<file path="src/sv/ecf_pkg.sv">
// ----------------------------------------------------------------------------
// ecf_pkg
// Shared types and constants of the Eulerian circuit finder.
// ----------------------------------------------------------------------------
package ecf_pkg;

	localparam int NODE_W = 5;
	localparam int STAT_W = 2;

	localparam int DEF_MAX_NODES  = 16;
	localparam int DEF_MAX_DEGREE = 4;
	localparam int DEF_MAX_EDGES  = 32;

	localparam logic [NODE_W-1:0] DEF_NODE_COUNT = 5'd16;

	localparam logic [STAT_W-1:0] ST_FOUND = 2'd0;
	localparam logic [STAT_W-1:0] ST_DISC  = 2'd1;
	localparam logic [STAT_W-1:0] ST_ODD   = 2'd2;
	localparam logic [STAT_W-1:0] ST_BAD   = 2'd3;

	typedef struct packed {
		logic [NODE_W-1:0] owner_node;
		logic [NODE_W-1:0] neighbor_node;
		logic              has_edge;
		logic              last_entry;
	} in_item_t;

	typedef struct packed {
		logic [NODE_W-1:0] cycle_node;
		logic [STAT_W-1:0] status;
		logic              last_result;
	} out_item_t;

	typedef struct packed {
		logic [NODE_W-1:0] owner_node;
		logic [NODE_W-1:0] neighbor_node;
		logic              is_entry;
		logic              is_bad;
		logic              last;
	} cmd_t;

endpackage

</file>
<file path="src/sv/ecf_ram.sv">
// ----------------------------------------------------------------------------
// ecf_ram
// Generic single-write, single-read RAM with registered read data.
// ----------------------------------------------------------------------------
module ecf_ram #(
	parameter int WIDTH = 4,
	parameter int DEPTH = 33,
	localparam int AW = $clog2(DEPTH)
) (
	input  logic             clk,
	input  logic             we,
	input  logic [AW-1:0]    waddr,
	input  logic [WIDTH-1:0] wdata,
	input  logic [AW-1:0]    raddr,
	output logic [WIDTH-1:0] rdata
);

	logic [WIDTH-1:0] mem_q [DEPTH];

	always_ff @(posedge clk) begin
		if (we) begin
			mem_q[waddr] <= wdata;
		end
		rdata <= mem_q[raddr];
	end

endmodule

</file>
<file path="src/sv/ecf_fifo.sv">
// ----------------------------------------------------------------------------
// ecf_fifo
// Small flop-based queue.
// ----------------------------------------------------------------------------
module ecf_fifo #(
	parameter int WIDTH = 8,
	parameter int DEPTH = 2
) (
	input  logic             clk,
	input  logic             arst_n,
	input  logic             wr,
	input  logic [WIDTH-1:0] wdata,
	output logic             full,
	input  logic             rd,
	output logic [WIDTH-1:0] rdata,
	output logic             empty
);

	localparam int AW = (DEPTH > 1) ? $clog2(DEPTH) : 1;
	localparam int CW = $clog2(DEPTH + 1);

	logic [WIDTH-1:0] buf_q [DEPTH];
	logic [AW-1:0]    wp_q;
	logic [AW-1:0]    rp_q;
	logic [CW-1:0]    cnt_q;
	logic             do_wr;
	logic             do_rd;

	assign full  = (cnt_q == CW'(DEPTH));
	assign empty = (cnt_q == '0);
	assign rdata = buf_q[rp_q];
	assign do_wr = wr && !full;
	assign do_rd = rd && !empty;

	always_ff @(posedge clk) begin
		if (do_wr) begin
			buf_q[wp_q] <= wdata;
		end
	end

	always_ff @(posedge clk or negedge arst_n) begin
		if (!arst_n) begin
			wp_q  <= '0;
			rp_q  <= '0;
			cnt_q <= '0;
		end else begin
			if (do_wr) begin
				wp_q <= (wp_q == AW'(DEPTH - 1)) ? '0 : wp_q + AW'(1);
			end
			if (do_rd) begin
				rp_q <= (rp_q == AW'(DEPTH - 1)) ? '0 : rp_q + AW'(1);
			end
			if (do_wr && !do_rd) begin
				cnt_q <= cnt_q + CW'(1);
			end else if (do_rd && !do_wr) begin
				cnt_q <= cnt_q - CW'(1);
			end
		end
	end

endmodule

</file>
<file path="src/sv/ecf_front.sv">
// ----------------------------------------------------------------------------
// ecf_front
// Accepts adjacency entries, classifies them and queues them for the back end.
// ----------------------------------------------------------------------------
module ecf_front import ecf_pkg::*; #(
	parameter int MAX_NODES = DEF_MAX_NODES
) (
	input  logic     clk,
	input  logic     arst_n,
	input  logic     push,
	input  in_item_t item,
	output logic     full,
	input  logic     cmd_pop,
	output cmd_t     cmd,
	output logic     cmd_empty
);

	cmd_t cls;
	logic keep;
	logic q_full;

	always_comb begin
		cls.owner_node    = item.owner_node;
		cls.neighbor_node = item.neighbor_node;
		cls.last          = item.last_entry;
		cls.is_bad        = item.has_edge && (item.owner_node == '0
			|| int'(item.owner_node) > MAX_NODES || item.neighbor_node == '0
			|| int'(item.neighbor_node) > MAX_NODES
			|| item.owner_node == item.neighbor_node);
		cls.is_entry      = item.has_edge && !cls.is_bad;
	end

	// drop empty items that do not close the load
	assign keep = item.has_edge || item.last_entry;
	assign full = q_full;

	ecf_fifo #(
		.WIDTH($bits(cmd_t)),
		.DEPTH(2)
	) u_cmd_q (
		.clk   (clk),
		.arst_n(arst_n),
		.wr    (push && keep),
		.wdata (cls),
		.full  (q_full),
		.rd    (cmd_pop),
		.rdata (cmd),
		.empty (cmd_empty)
	);

endmodule

</file>
<file path="src/sv/ecf_back.sv">
// ----------------------------------------------------------------------------
// ecf_back
// Stores adjacency lists, checks the graph and walks the Eulerian circuit.
// ----------------------------------------------------------------------------
module ecf_back import ecf_pkg::*; #(
	parameter int MAX_NODES  = DEF_MAX_NODES,
	parameter int MAX_DEGREE = DEF_MAX_DEGREE,
	parameter int MAX_EDGES  = DEF_MAX_EDGES
) (
	input  logic              clk,
	input  logic              arst_n,
	input  logic [NODE_W-1:0] node_count,
	input  cmd_t              cmd,
	input  logic              cmd_empty,
	output logic              cmd_pop,
	input  logic              out_full,
	output logic              out_push,
	output out_item_t         out_data
);

	localparam int NW  = $clog2(MAX_NODES);
	localparam int DW  = $clog2(MAX_DEGREE + 1);
	localparam int KW  = $clog2(MAX_DEGREE);
	localparam int CW  = $clog2(MAX_NODES + 1);
	localparam int PD  = MAX_EDGES + 1;
	localparam int PAW = $clog2(PD);
	localparam int SPW = $clog2(PD + 1);
	localparam int TW  = $clog2(2 * MAX_EDGES + 1);

	typedef enum logic [3:0] {
		S_IDLE, S_MROW, S_MPEER, S_XPASS, S_DSWEEP, S_WINIT, S_WFIND,
		S_WPEER, S_WPOP, S_ERD, S_EWR, S_STAT, S_CLR
	} state_t;

	state_t state_q;

	logic [MAX_DEGREE-1:0][NW-1:0] adj_q [MAX_NODES];
	logic [DW-1:0]         deg_q [MAX_NODES];
	logic [MAX_DEGREE-1:0] rm_q  [MAX_NODES];
	logic [MAX_NODES-1:0]  vis_q;
	logic                  bad_q;
	logic [TW-1:0]         total_q;

	logic [NW-1:0]     u_q, v_q, first_q, c_q, nx_q;
	logic [DW-1:0]     k_q, cu_q;
	logic [CW-1:0]     n_q;
	logic              found_q, chg_q, disc_q, odd_q;
	logic [STAT_W-1:0] st_q;
	logic [SPW-1:0]    sp_q, len_q;
	logic [PAW-1:0]    idx_q;

	logic [NODE_W-1:0]     own_m1, nb_m1;
	logic [NW-1:0]         rsel;
	logic [NW-1:0]         row_adj [MAX_DEGREE];
	logic [DW-1:0]         row_deg;
	logic [MAX_DEGREE-1:0] row_rm;
	logic [NW-1:0]         val_sel;
	logic [DW-1:0]         cnt;
	logic                  hit;
	logic [KW-1:0]         hit_k;
	logic [MAX_NODES-1:0]  vis_add;
	logic                  first_hit;
	logic [NW-1:0]         first_nx;
	logic [CW-1:0]         n_clamp;
	logic                  adj_we;
	logic [SPW-1:0]        len_nx;
	logic                  disc_nx, odd_nx;

	logic            st_we, cb_we;
	logic [PAW-1:0]  st_waddr, st_raddr;
	logic [NW-1:0]   st_wdata, st_rdata, cb_rdata;
	logic [SPW-1:0]  sp_m2;

	assign own_m1 = cmd.owner_node - NODE_W'(1);
	assign nb_m1  = cmd.neighbor_node - NODE_W'(1);

	always_comb begin
		unique case (state_q)
			S_IDLE:  rsel = own_m1[NW-1:0];
			S_MPEER: rsel = v_q;
			S_WFIND: rsel = c_q;
			S_WPEER: rsel = nx_q;
			default: rsel = u_q;
		endcase
	end

	always_comb begin
		for (int k = 0; k < MAX_DEGREE; k++) begin
			row_adj[k] = adj_q[rsel][k];
		end
	end
	assign row_deg = deg_q[rsel];
	assign row_rm  = rm_q[rsel];
	assign val_sel = (state_q == S_MPEER) ? u_q : row_adj[k_q[KW-1:0]];

	always_comb begin
		cnt = '0;
		for (int k = 0; k < MAX_DEGREE; k++) begin
			if (DW'(k) < row_deg && row_adj[k] == val_sel) begin
				cnt = cnt + DW'(1);
			end
		end
	end

	always_comb begin
		hit   = 1'b0;
		hit_k = '0;
		for (int k = MAX_DEGREE - 1; k >= 0; k--) begin
			if (DW'(k) < row_deg && !row_rm[k]
				&& (state_q != S_WPEER || row_adj[k] == c_q)) begin
				hit   = 1'b1;
				hit_k = KW'(k);
			end
		end
	end

	always_comb begin
		vis_add = '0;
		if (vis_q[u_q]) begin
			for (int k = 0; k < MAX_DEGREE; k++) begin
				if (DW'(k) < row_deg) begin
					vis_add[row_adj[k]] = 1'b1;
				end
			end
		end
	end

	always_comb begin
		if (node_count == '0) begin
			n_clamp = CW'(1);
		end else if (int'(node_count) > MAX_NODES) begin
			n_clamp = CW'(MAX_NODES);
		end else begin
			n_clamp = CW'(node_count);
		end
	end

	assign first_hit = !found_q && row_deg != '0 && CW'(u_q) < n_q;
	assign first_nx  = first_hit ? u_q : first_q;
	assign len_nx    = (len_q < SPW'(PD)) ? len_q + SPW'(1) : len_q;
	assign disc_nx   = disc_q || (CW'(u_q) < n_q && row_deg != '0 && !vis_q[u_q]);
	assign odd_nx    = odd_q || (CW'(u_q) < n_q && row_deg[0]);
	assign sp_m2     = sp_q - SPW'(2);

	assign cmd_pop = (state_q == S_IDLE) && !cmd_empty;
	assign adj_we  = cmd_pop && cmd.is_entry && row_deg < DW'(MAX_DEGREE)
		&& total_q < TW'(2 * MAX_EDGES);

	always_ff @(posedge clk) begin
		if (adj_we) begin
			adj_q[rsel][row_deg[KW-1:0]] <= nb_m1[NW-1:0];
		end
	end

	assign st_we    = (state_q == S_WINIT) || (state_q == S_WPEER && sp_q < SPW'(PD));
	assign st_waddr = (state_q == S_WINIT) ? '0 : sp_q[PAW-1:0];
	assign st_wdata = (state_q == S_WINIT) ? c_q : nx_q;
	assign st_raddr = sp_m2[PAW-1:0];
	assign cb_we    = (state_q == S_WFIND) && !hit && len_q < SPW'(PD);

	ecf_ram #(.WIDTH(NW), .DEPTH(PD)) u_path_stack (
		.clk  (clk),
		.we   (st_we),
		.waddr(st_waddr),
		.wdata(st_wdata),
		.raddr(st_raddr),
		.rdata(st_rdata)
	);

	ecf_ram #(.WIDTH(NW), .DEPTH(PD)) u_cycle_buf (
		.clk  (clk),
		.we   (cb_we),
		.waddr(len_q[PAW-1:0]),
		.wdata(c_q),
		.raddr(idx_q),
		.rdata(cb_rdata)
	);

	assign out_push = (state_q == S_EWR || state_q == S_STAT) && !out_full;

	always_comb begin
		if (state_q == S_STAT) begin
			out_data.cycle_node  = '0;
			out_data.status      = st_q;
			out_data.last_result = 1'b1;
		end else begin
			out_data.cycle_node  = NODE_W'(cb_rdata) + NODE_W'(1);
			out_data.status      = ST_FOUND;
			out_data.last_result = (idx_q == '0);
		end
	end

	always_ff @(posedge clk or negedge arst_n) begin
		if (!arst_n) begin
			state_q <= S_IDLE;
			for (int i = 0; i < MAX_NODES; i++) begin
				deg_q[i] <= '0;
				rm_q[i]  <= '0;
			end
			vis_q   <= '0;
			bad_q   <= 1'b0;
			total_q <= '0;
			u_q     <= '0;
			v_q     <= '0;
			first_q <= '0;
			c_q     <= '0;
			nx_q    <= '0;
			k_q     <= '0;
			cu_q    <= '0;
			n_q     <= '0;
			found_q <= 1'b0;
			chg_q   <= 1'b0;
			disc_q  <= 1'b0;
			odd_q   <= 1'b0;
			st_q    <= ST_FOUND;
			sp_q    <= '0;
			len_q   <= '0;
			idx_q   <= '0;
		end else begin
			unique case (state_q)
				S_IDLE: begin
					if (cmd_pop) begin
						if (cmd.is_bad || (cmd.is_entry && !adj_we)) begin
							bad_q <= 1'b1;
						end
						if (adj_we) begin
							deg_q[rsel] <= row_deg + DW'(1);
							total_q     <= total_q + TW'(1);
						end
						if (cmd.last) begin
							n_q     <= n_clamp;
							u_q     <= '0;
							k_q     <= '0;
							found_q <= 1'b0;
							first_q <= '0;
							state_q <= S_MROW;
						end
					end
				end
				S_MROW: begin
					if (bad_q) begin
						st_q    <= ST_BAD;
						state_q <= S_STAT;
					end else begin
						found_q <= found_q || first_hit;
						first_q <= first_nx;
						if (k_q == row_deg) begin
							k_q <= '0;
							if (u_q == NW'(MAX_NODES - 1)) begin
								u_q   <= '0;
								chg_q <= 1'b0;
								if (found_q || first_hit) begin
									vis_q[first_nx] <= 1'b1;
									state_q         <= S_XPASS;
								end else begin
									c_q     <= '0;
									state_q <= S_WINIT;
								end
							end else begin
								u_q <= u_q + NW'(1);
							end
						end else if (CW'(u_q) >= n_q || CW'(val_sel) >= n_q) begin
							st_q    <= ST_BAD;
							state_q <= S_STAT;
						end else begin
							v_q     <= val_sel;
							cu_q    <= cnt;
							state_q <= S_MPEER;
						end
					end
				end
				S_MPEER: begin
					if (cnt != cu_q) begin
						st_q    <= ST_BAD;
						state_q <= S_STAT;
					end else begin
						k_q     <= k_q + DW'(1);
						state_q <= S_MROW;
					end
				end
				S_XPASS: begin
					vis_q <= vis_q | vis_add;
					chg_q <= chg_q || ((vis_add & ~vis_q) != '0);
					if (u_q == NW'(MAX_NODES - 1)) begin
						u_q   <= '0;
						chg_q <= 1'b0;
						if (!(chg_q || ((vis_add & ~vis_q) != '0))) begin
							disc_q  <= 1'b0;
							odd_q   <= 1'b0;
							state_q <= S_DSWEEP;
						end
					end else begin
						u_q <= u_q + NW'(1);
					end
				end
				S_DSWEEP: begin
					disc_q <= disc_nx;
					odd_q  <= odd_nx;
					if (u_q == NW'(MAX_NODES - 1)) begin
						if (disc_nx) begin
							st_q    <= ST_DISC;
							state_q <= S_STAT;
						end else if (odd_nx) begin
							st_q    <= ST_ODD;
							state_q <= S_STAT;
						end else begin
							c_q     <= first_q;
							state_q <= S_WINIT;
						end
					end else begin
						u_q <= u_q + NW'(1);
					end
				end
				S_WINIT: begin
					sp_q    <= SPW'(1);
					len_q   <= '0;
					state_q <= S_WFIND;
				end
				S_WFIND: begin
					if (hit) begin
						nx_q             <= row_adj[hit_k];
						rm_q[c_q][hit_k] <= 1'b1;
						state_q          <= S_WPEER;
					end else begin
						len_q <= len_nx;
						sp_q  <= sp_q - SPW'(1);
						if (sp_q == SPW'(1)) begin
							if (len_nx == '0) begin
								state_q <= S_CLR;
							end else begin
								idx_q   <= PAW'(len_nx - SPW'(1));
								state_q <= S_ERD;
							end
						end else begin
							state_q <= S_WPOP;
						end
					end
				end
				S_WPOP: begin
					c_q     <= st_rdata;
					state_q <= S_WFIND;
				end
				S_WPEER: begin
					if (hit) begin
						rm_q[nx_q][hit_k] <= 1'b1;
					end
					if (sp_q >= SPW'(PD)) begin
						if (len_q == '0) begin
							state_q <= S_CLR;
						end else begin
							idx_q   <= PAW'(len_q - SPW'(1));
							state_q <= S_ERD;
						end
					end else begin
						sp_q    <= sp_q + SPW'(1);
						c_q     <= nx_q;
						state_q <= S_WFIND;
					end
				end
				S_ERD: begin
					state_q <= S_EWR;
				end
				S_EWR: begin
					if (!out_full) begin
						if (idx_q == '0) begin
							state_q <= S_CLR;
						end else begin
							idx_q   <= idx_q - PAW'(1);
							state_q <= S_ERD;
						end
					end
				end
				S_STAT: begin
					if (!out_full) begin
						state_q <= S_CLR;
					end
				end
				S_CLR: begin
					for (int i = 0; i < MAX_NODES; i++) begin
						deg_q[i] <= '0;
						rm_q[i]  <= '0;
					end
					vis_q   <= '0;
					bad_q   <= 1'b0;
					total_q <= '0;
					state_q <= S_IDLE;
				end
				default: begin
					state_q <= S_IDLE;
				end
			endcase
		end
	end

endmodule

</file>
<file path="src/sv/eulerian_cycle_finder_top.sv">
// ----------------------------------------------------------------------------
// eulerian_cycle_finder_top
// Loads an undirected graph entry by entry and emits its Eulerian circuit.
// ----------------------------------------------------------------------------
// Loading: one entry per cycle through a two-entry command queue, while the back end waits in its idle state.
// Search: a check of the stored lists, reachability passes over the nodes,
// and the circuit walk over the edges.
// Circuit nodes are read one at a time from the cycle buffer RAM and pushed out; a full output queue holds them.
// Reset clears all control state and sets node_count to 16; no clearing pass.
module eulerian_cycle_finder_top import ecf_pkg::*; #(
	parameter int MAX_NODES  = DEF_MAX_NODES,
	parameter int MAX_DEGREE = DEF_MAX_DEGREE,
	parameter int MAX_EDGES  = DEF_MAX_EDGES
) (
	input  logic              clk,
	input  logic              arst_n,
	input  logic              push,
	output logic              full,
	input  in_item_t          item,
	output logic              empty,
	input  logic              pop,
	output out_item_t         result,
	input  logic              cfg_valid,
	output logic              cfg_ready,
	input  logic [NODE_W-1:0] cfg_data
);

	logic [NODE_W-1:0] node_count_q;
	cmd_t              cmd;
	logic              cmd_empty;
	logic              cmd_pop;
	logic              out_full;
	logic              out_push;
	out_item_t         out_data;

	assign cfg_ready = 1'b1;

	always_ff @(posedge clk or negedge arst_n) begin
		if (!arst_n) begin
			node_count_q <= DEF_NODE_COUNT;
		end else if (cfg_valid && cfg_ready) begin
			node_count_q <= cfg_data;
		end
	end

	ecf_front #(.MAX_NODES(MAX_NODES)) u_front (
		.clk      (clk),
		.arst_n   (arst_n),
		.push     (push),
		.item     (item),
		.full     (full),
		.cmd_pop  (cmd_pop),
		.cmd      (cmd),
		.cmd_empty(cmd_empty)
	);

	ecf_back #(
		.MAX_NODES (MAX_NODES),
		.MAX_DEGREE(MAX_DEGREE),
		.MAX_EDGES (MAX_EDGES)
	) u_back (
		.clk       (clk),
		.arst_n    (arst_n),
		.node_count(node_count_q),
		.cmd       (cmd),
		.cmd_empty (cmd_empty),
		.cmd_pop   (cmd_pop),
		.out_full  (out_full),
		.out_push  (out_push),
		.out_data  (out_data)
	);

	ecf_fifo #(
		.WIDTH($bits(out_item_t)),
		.DEPTH(2)
	) u_out_q (
		.clk   (clk),
		.arst_n(arst_n),
		.wr    (out_push),
		.wdata (out_data),
		.full  (out_full),
		.rd    (pop),
		.rdata (result),
		.empty (empty)
	);

endmodule

</file>
<file path="config.mk">
export PLATFORM = sky130hd
export DESIGN_NAME = eulerian_cycle_finder_top
export DESIGN_NICKNAME = d
export VERILOG_FILES = /design/src/sv/ecf_pkg.sv /design/src/sv/ecf_ram.sv /design/src/sv/ecf_fifo.sv /design/src/sv/ecf_front.sv /design/src/sv/ecf_back.sv /design/src/sv/eulerian_cycle_finder_top.sv
export SDC_FILE = /design/constraint.sdc
export NUM_CORES = 1
export LEC_CHECK = 0
export BUFFER_PORTS_ARGS = -buffer_cell sky130_fd_sc_hd__buf_4
export CAP_MARGIN = 30
export CORE_MARGIN = 2
export CORE_UTILIZATION = 33
export DETAILED_ROUTE_END_ITERATION = 7
export GPL_TIMING_DRIVEN = 0
export PLACE_DENSITY = 0.54
export SYNTH_ARGS = -nofsm -noshare
export SYNTH_HDL_FRONTEND = slang
export SYNTH_SLANG_ARGS = --single-unit
</file>
<file path="constraint.sdc">
create_clock -name clk -period 9.46 [get_ports clk]
set_input_delay 1.419 -clock clk [delete_from_list [all_inputs] [get_ports clk]]
set_output_delay 1.419 -clock clk [all_outputs]
set_load 0.01 [all_outputs]
</file>
==> results of run 1 <==
==> cells in the final DEF, fill, tap and decap left out, types with 30 or more instances in the layout <==
cell type / n
edfxtp_1: 558
nor2_1: 267
dfrtp_1: 207
nand2_1: 184
mux4_2: 142
clkbuf_1: 122
clkbuf_16: 88
mux2i_1: 76
and2_1: 76
nand3_1: 76
a21oi_1: 70
o21ai_0: 61
a31oi_1: 59
nor3_1: 58
inv_1: 51
xnor2_1: 48
buf_4: 45
o21a_1: 36
ha_1: 33
xor2_1: 32
mux2_2: 31
and3_1: 30
==> per-layer routing <==
metal | GRT usage | up-vias | share of wire
met5 | 0 | - | 0
met3 | 0.03310 | 175 | 0.069
met4 | 0.05114 | 0 | 0.027
met1 | 0.2596 | 12230 | 0.44
met2 | 0.3023 | 911 | 0.47
li1 | - | 10680 | -
==> synth_stat cells (18+ instances only) <==
library cell / n
nand2_1: 184
xor2_1: 32
nand3_1: 76
buf_1: 19
xnor2_1: 49
mux2_2: 31
and2_1: 76
clkbuf_1: 108
buf_2: 26
inv_1: 52
o21ai_0: 66
o21a_1: 36
a31oi_1: 60
o22ai_1: 18
nor3_1: 60
nor2_1: 267
nor3b_1: 22
edfxtp_1: 558
mux2i_1: 77
nand2b_1: 27
nor2b_1: 18
mux4_2: 142
a21oi_1: 70
ha_1: 33
a21o_1: 21
and3_1: 30
dfrtp_1: 207
==> through the flow <==
stage	total power, mW	utilization	hold slack (ps)
floorplan	10.16	-	421.5
global placement	13.13	0.3525	439.1
detailed placement	13.25	0.3570	444.5
CTS	16.79	0.3844	466.8
global route	17.66	0.3846	485.5
finish	16.87	0.3846	462.7
==> registers in the layout (all words and copies together), names as in the netlist, 5 cells and up <==
name,flops
u_back.adj_q,256
u_back.u_cycle_buf.mem_q,132
u_back.u_path_stack.mem_q,132
u_back.rm_q,64
u_back.deg_q,48
u_front.u_cmd_q.buf_q,22
u_back.vis_q,16
u_out_q.buf_q,16
u_back.total_q,7
u_back.idx_q,6
u_back.len_q,6
u_back.sp_q,6
node_count_q,5
u_back.n_q,5
==> logic make-up (layout without fill, tap and decap cells) <==
kind of cell	Yosys count	count (layout)	synth area share
xor gates and xnor gates	83	83	0.02073
buffers and inverters	228	453	0.02684
AOI/OAI and AO/OA	481	481	0.09789
adders and majority gates	33	33	0.01134
other	1	1	0.0001030
muxes	259	259	0.1244
DFF	774	774	0.6077
and+or+nand+nor	836	836	0.1110
==> how the worst max path moves through the flow <==
stage	startpoint	endpoint	slack [ps]	depth (start not counted)
3_3_place_gp	u_front.u_cmd_q.rp_q	u_back.adj_q[14][7]	-2980	7
2_1_floorplan	u_front.u_cmd_q.rp_q	u_back.st_q[0]	2850	26
3_5_place_dp	u_front.u_cmd_q.rp_q	u_back.k_q[0]	280	25
6_report	u_front.u_cmd_q.rp_q	u_back.st_q[0]	440	26
5_1_grt	u_front.u_cmd_q.rp_q	u_back.st_q[0]	100	28
4_1_cts	u_front.u_cmd_q.rp_q	u_back.k_q[0]	260	25
==> worst reg2reg max path, delay by kind of cell, from the launching register on <==
kind            cells  cell delay (ps)
mux                 3             1460
compound gates      6             1690
xor+xnor            3              790
buf+inv             6             2040
simple gates        5             1820
flops               1              320
fa+ha+maj           3              820
==> cell type report <==
class,count,area share
sequential,774,0.5269
clock buffer,106,0.05501
timing repair buffer,61,0.01615
multi-input combinational,1693,0.3185
tap,1476,0.04399
inverter,59,0.005335
clock inverter,58,0.01618
buffer,169,0.01794
==> where the power goes <==
part | internal (mW) | switching, mW | leakage [nW]
Sequential | 4.37 | 0.252 | 7.89
Combinational | 2.94 | 5.79 | 5.39
Clock | 2.08 | 1.43 | 1.44
==> run metrics, run 1 <==
outcome finished clean; count of different cell masters after synthesis 100; worst setup margin 437.4 ps; post-DR wirelength/cell 24.10 um; Setup Viol. Count Final 0; Pwr Density 401.8 mW/mm^2; Mapped Nets 2,750; Buf+Inv Stages, Crit Path 6; most used cell, CP ha_1; largest net degree at the start of global routing 106; Setup TNS Final 0 ps; ys async rst share 0.2687; Multi-input gate area 0.01337 mm^2; CP max stage delay 800 ps; Top FF cell, synth edfxtp_1; Final Non-Filler Cells 4,396; Total GRT Usage 0.1873; static leakage 14.72 nW; Cells after Synth 2,695; Initial Utilization 0.3335; drt via density 5.459; Syn Area/Cell 13.51 um^2; Hold Path Depth 2; Root Driver clkbuf_16; antenna cell count 0; PortBufs 31; Final Skew 36.34 ps; arrival time at the worst endpoint 9570 ps; antenna viol nets, final 0; Critical Path End Type flip-flop; Slowest cell on crit path nand4b_1; final WL 106,000 um; clock buffer depth 3; worst r2r src u_front.u_cmd_q.rp_q; CP Data Required Time 10,010 ps; fmax 110.8 MHz; r2r endpoint u_back.st_q[0]; Layout area overhead 15.34%; CP delay by family, top buffers and inverters; Post-CTS Resized 0; vias in the first global route 23,760; Max H-tree Level 3; final weighted congestion in routability-driven placement 0.9310; crit-path max FO 10; critical path startpoint category flip-flop; Post-DP Area 0.03897 mm^2; DIE WIDTH 336.1 um; Residual DRC 0; Tmin final 9023 ps; max cap viols 0; Post-synth EDFFs 558; reg2reg path depth 26; Final Instance Area 0.04198 mm^2; max-slew violations 0; number of placed cells counting well taps 4,231; share of layout cells above drive strength 1 0.1575; overall die height 336.1 um; Hold Buf Count CTS 0; die area 0.1130 mm^2; Post-CTS Setup Bufs 0; Fin. Hold Viols 0; Hold Path Class reg -> reg; Netlist Area Pre-Place 0.03640 mm^2; kind of critical path reg -> reg; Worst VDD drop 203.3 uV; CTS tree built; routed vias 24,000; TritonRoute pass-1 iters 8; Final nets 2,901; clock slew at reported path FFs 60 ps; detailed placement HPWL 75,900 um; # clock sinks 774; R2R Setup Slk 440 ps; Synth top area share 0.4603; initial antenna violation count 0; Hold Path Origin u_back.u_cycle_buf.mem_q[32][1]; synth warn 0; Worst Tran Pin Value 1109 ps; # IOs 33; register area 0.02212 mm^2; Seq cells post-synth 774; largest cells by area after synthesis edfxtp_1 46%, dfrtp_1 14%, mux4_2 8.8%; grt total ovfl 0; Cell Rows 121; Core Region 0.1092 mm^2; period utilization 0.9538; Fill cells 10,290; sequential area share after synthesis 0.6077; worst rel slew slack 0.2526; Yosys top cell by area edfxtp_1; Worst Hold End u_back.u_cycle_buf.rdata[1]; pre-CTS setup slack 283.2 ps; DR iter-0 viols 2,573; first-pass GRT wire length 158,000 um; RSZ-0062 raised after global routing no; Inserted Clock Buffers 88; clk_lat worst skew 670 ps
Note: power is estimated with default switching activity, not from simulation.
==> inputs of run 2 (changes only) <==
--- a/config.mk
+++ b/config.mk
@@ -8,10 +8,10 @@
 export BUFFER_PORTS_ARGS = -buffer_cell sky130_fd_sc_hd__buf_4
 export CAP_MARGIN = 30
 export CORE_MARGIN = 2
-export CORE_UTILIZATION = 33
+export CORE_UTILIZATION = 55
 export DETAILED_ROUTE_END_ITERATION = 7
 export GPL_TIMING_DRIVEN = 0
-export PLACE_DENSITY = 0.54
+export PLACE_DENSITY = 0.78
 export SYNTH_ARGS = -nofsm -noshare
 export SYNTH_HDL_FRONTEND = slang
 export SYNTH_SLANG_ARGS = --single-unit
==> run 2 against run 1 <==
Compared with the run above:
- register-to-register slack improved by 100 ps
- sequential share of layout area is 1.4 points higher
- via count up 4.5%
- die area decreased by 40%
- worst setup slack improved by 100 ps
- utilization rose by 24 points
- cell count decreased by 14%
- sequential cell count is the same
- first-iteration DRC count rose by 25%
==> run metrics, run 2 (synthesized netlist as in run 1, its figures left out) <==
outcome finished clean; Max H-tree Level 3 (unchanged); number of placed cells counting well taps 3,610 (-15%); period utilization 0.9428 (-0.01101); register area 0.02212 mm^2 (unchanged); kind of critical path reg -> reg; Post-CTS Resized 0 (unchanged); Setup Viol. Count Final 0 (unchanged); RSZ-0062 raised after global routing no; antenna viol nets, final 0 (unchanged); die area 0.06826 mm^2 (-40%); first-pass GRT wire length 153,700 um (-2.7%); max reg flops 256 (unchanged); drt via density 6.667 (+22%); Layout area overhead 12.31%; Inserted Clock Buffers 80 (-9.1%); max cap viols 0 (unchanged); CTS tree built; Multi-input gate area 0.01335 mm^2 (-0.12%); commonest non-fill, non-tap cells in the layout 558 x edfxtp_1, 267 x nor2_1, 207 x dfrtp_1, 184 x nand2_1, 142 x mux4_2; Final Non-Filler Cells 3,762 (-14%); Initial Utilization 0.5547 (+0.2212); Fill cells 4,737 (-54%); DR iter-0 viols 3,207 (+25%); Total GRT Usage 0.3011 (+0.1138); Root Driver clkbuf_16; vias in the first global route 25,320 (+6.6%); Cell Rows 94 (-22%); PortBufs 31 (unchanged); share of layout cells above drive strength 1 0.1522 (-0.005308); grt total ovfl 0 (unchanged); detailed placement HPWL 70,620 um (-7.0%); largest net degree at the start of global routing 114 (+7.5%); Tmin final 8918 ps (-104.2 ps); Hold Buf Count CTS 0 (unchanged); Fin. Hold Viols 0 (unchanged); Post-DP Area 0.03813 mm^2 (-2.2%); Worst Tran Pin Value 1125 ps (+15.68 ps); clock slew at reported path FFs 70 ps (about the same); final weighted congestion in routability-driven placement 0.9792 (+5.2%); max-slew violations 0 (unchanged); # IOs 33 (unchanged); Residual DRC 0 (unchanged); DIE WIDTH 261.3 um (-22%); clock buffer depth 3 (unchanged); arrival time at the worst endpoint 9440 ps (-130 ps); final WL 101,300 um (-4.4%); TritonRoute pass-1 iters 6 (-2); fmax 112.1 MHz (+1.2%); Critical Path End Type flip-flop; Slowest cell on crit path a31oi_1; Final Instance Area 0.04088 mm^2 (-2.6%); worst rel slew slack 0.2472 (-0.005407); Post-CTS Setup Bufs 0 (unchanged); post-DR wirelength/cell 26.92 um (+12%); clk_lat worst skew 650 ps (-20 ps); Core Region 0.06563 mm^2 (-40%); crit-path max FO 16 (+6); CP Data Required Time 9980 ps (-30 ps); overall die height 261.3 um (-22%); Final nets 2,886 (-0.52%); Final Skew 29.75 ps (-6.586 ps); routed vias 25,080 (+4.5%); most common cell after layout, fill and taps aside edfxtp_1; initial antenna violation count 1 (+1); critical path startpoint category flip-flop; # clock sinks 774 (unchanged); CP max stage delay 610 ps (-190 ps); Hold Path Class reg -> reg; R2R Setup Slk 540 ps (+100 ps)
-- run 2: cell types whose count changed in the layout (fill, tap and decap cells not counted), sizes merged --
cell / before / now
buf: 122 / 115
clkinvlp: 9 / 6
clkbuf: 214 / 223
clkinv: 38 / 24
diode: 0 / 1
bufinv: 12 / 4
-- run 2: per-stage QoR --
| step | setup slack, ps | util | setup TNS (ps) | hold WS [ps] |
|---|---|---|---|---|
| final | 541.5 | 0.6229 | 0 | 466.9 |
| after global routing | 279.4 | 0.6229 | 0 | 488.9 |
| after CTS | 534.5 | 0.6222 | 0 | 466.4 |
| after detailed placement | 586.8 | 0.5810 | 0 | 449.8 |
| after global placement | -1607 | 0.5747 | -102530 | 435.8 |
| after floorplan | 2848 | - | 0 | 421.5 |
-- run 2: path summary, 6_finish.rpt --
| kind | from | to | cells after the start |
|---|---|---|---|
| max | u_front.u_cmd_q.rp_q | u_back.st_q[0] | 25 |
| min | u_back.u_cycle_buf.mem_q[32][2] | u_back.u_cycle_buf.rdata[2] | 2 |
| max reg2reg | u_front.u_cmd_q.rp_q | u_back.st_q[0] | 25 |
| min reg2reg | u_back.u_cycle_buf.mem_q[32][2] | u_back.u_cycle_buf.rdata[2] | 2 |
| max in group asynchronous | arst_n | u_back.len_q[0] | 2 |
| min in group asynchronous | arst_n | u_back.deg_q[30] | 1 |
-- run 2: area by class of cell --
type                       instances  area share
antenna                            1  0.00006121
sequential                       774      0.5411
timing repair buffer              55     0.01576
tap                              864     0.02644
clock inverter                    33    0.008416
multi-input combinational       1693      0.3267
inverter                          59    0.005478
buffer                           168     0.01833
clock buffer                     115     0.05772
-- run 2: layer usage --
metal | part of all wire | up-vias | global-route usage
li1 | - | 10640 | -
met1 | 0.37 | 12510 | 0.3770
met2 | 0.49 | 1556 | 0.4996
met3 | 0.087 | 373 | 0.05468
met4 | 0.061 | 2 | 0.1665
met5 | 0.00013 | - | 0
-- run 2: worst max-delay path: cells and delay by family (launching register included) --
family                     cells  cell delay, ps
and+or+nand+nor                3             680
DFF                            1             320
adders and majority gates      3            1100
AOI/OAI and AO/OA              7            2810
buffers and inverters          5            1540
xor gates and xnor gates       3             500
muxes                          4            1840
Power of run 2 is not shown: default switching activity piles up to over one toggle a cycle in this logic, so the estimate is an artifact.
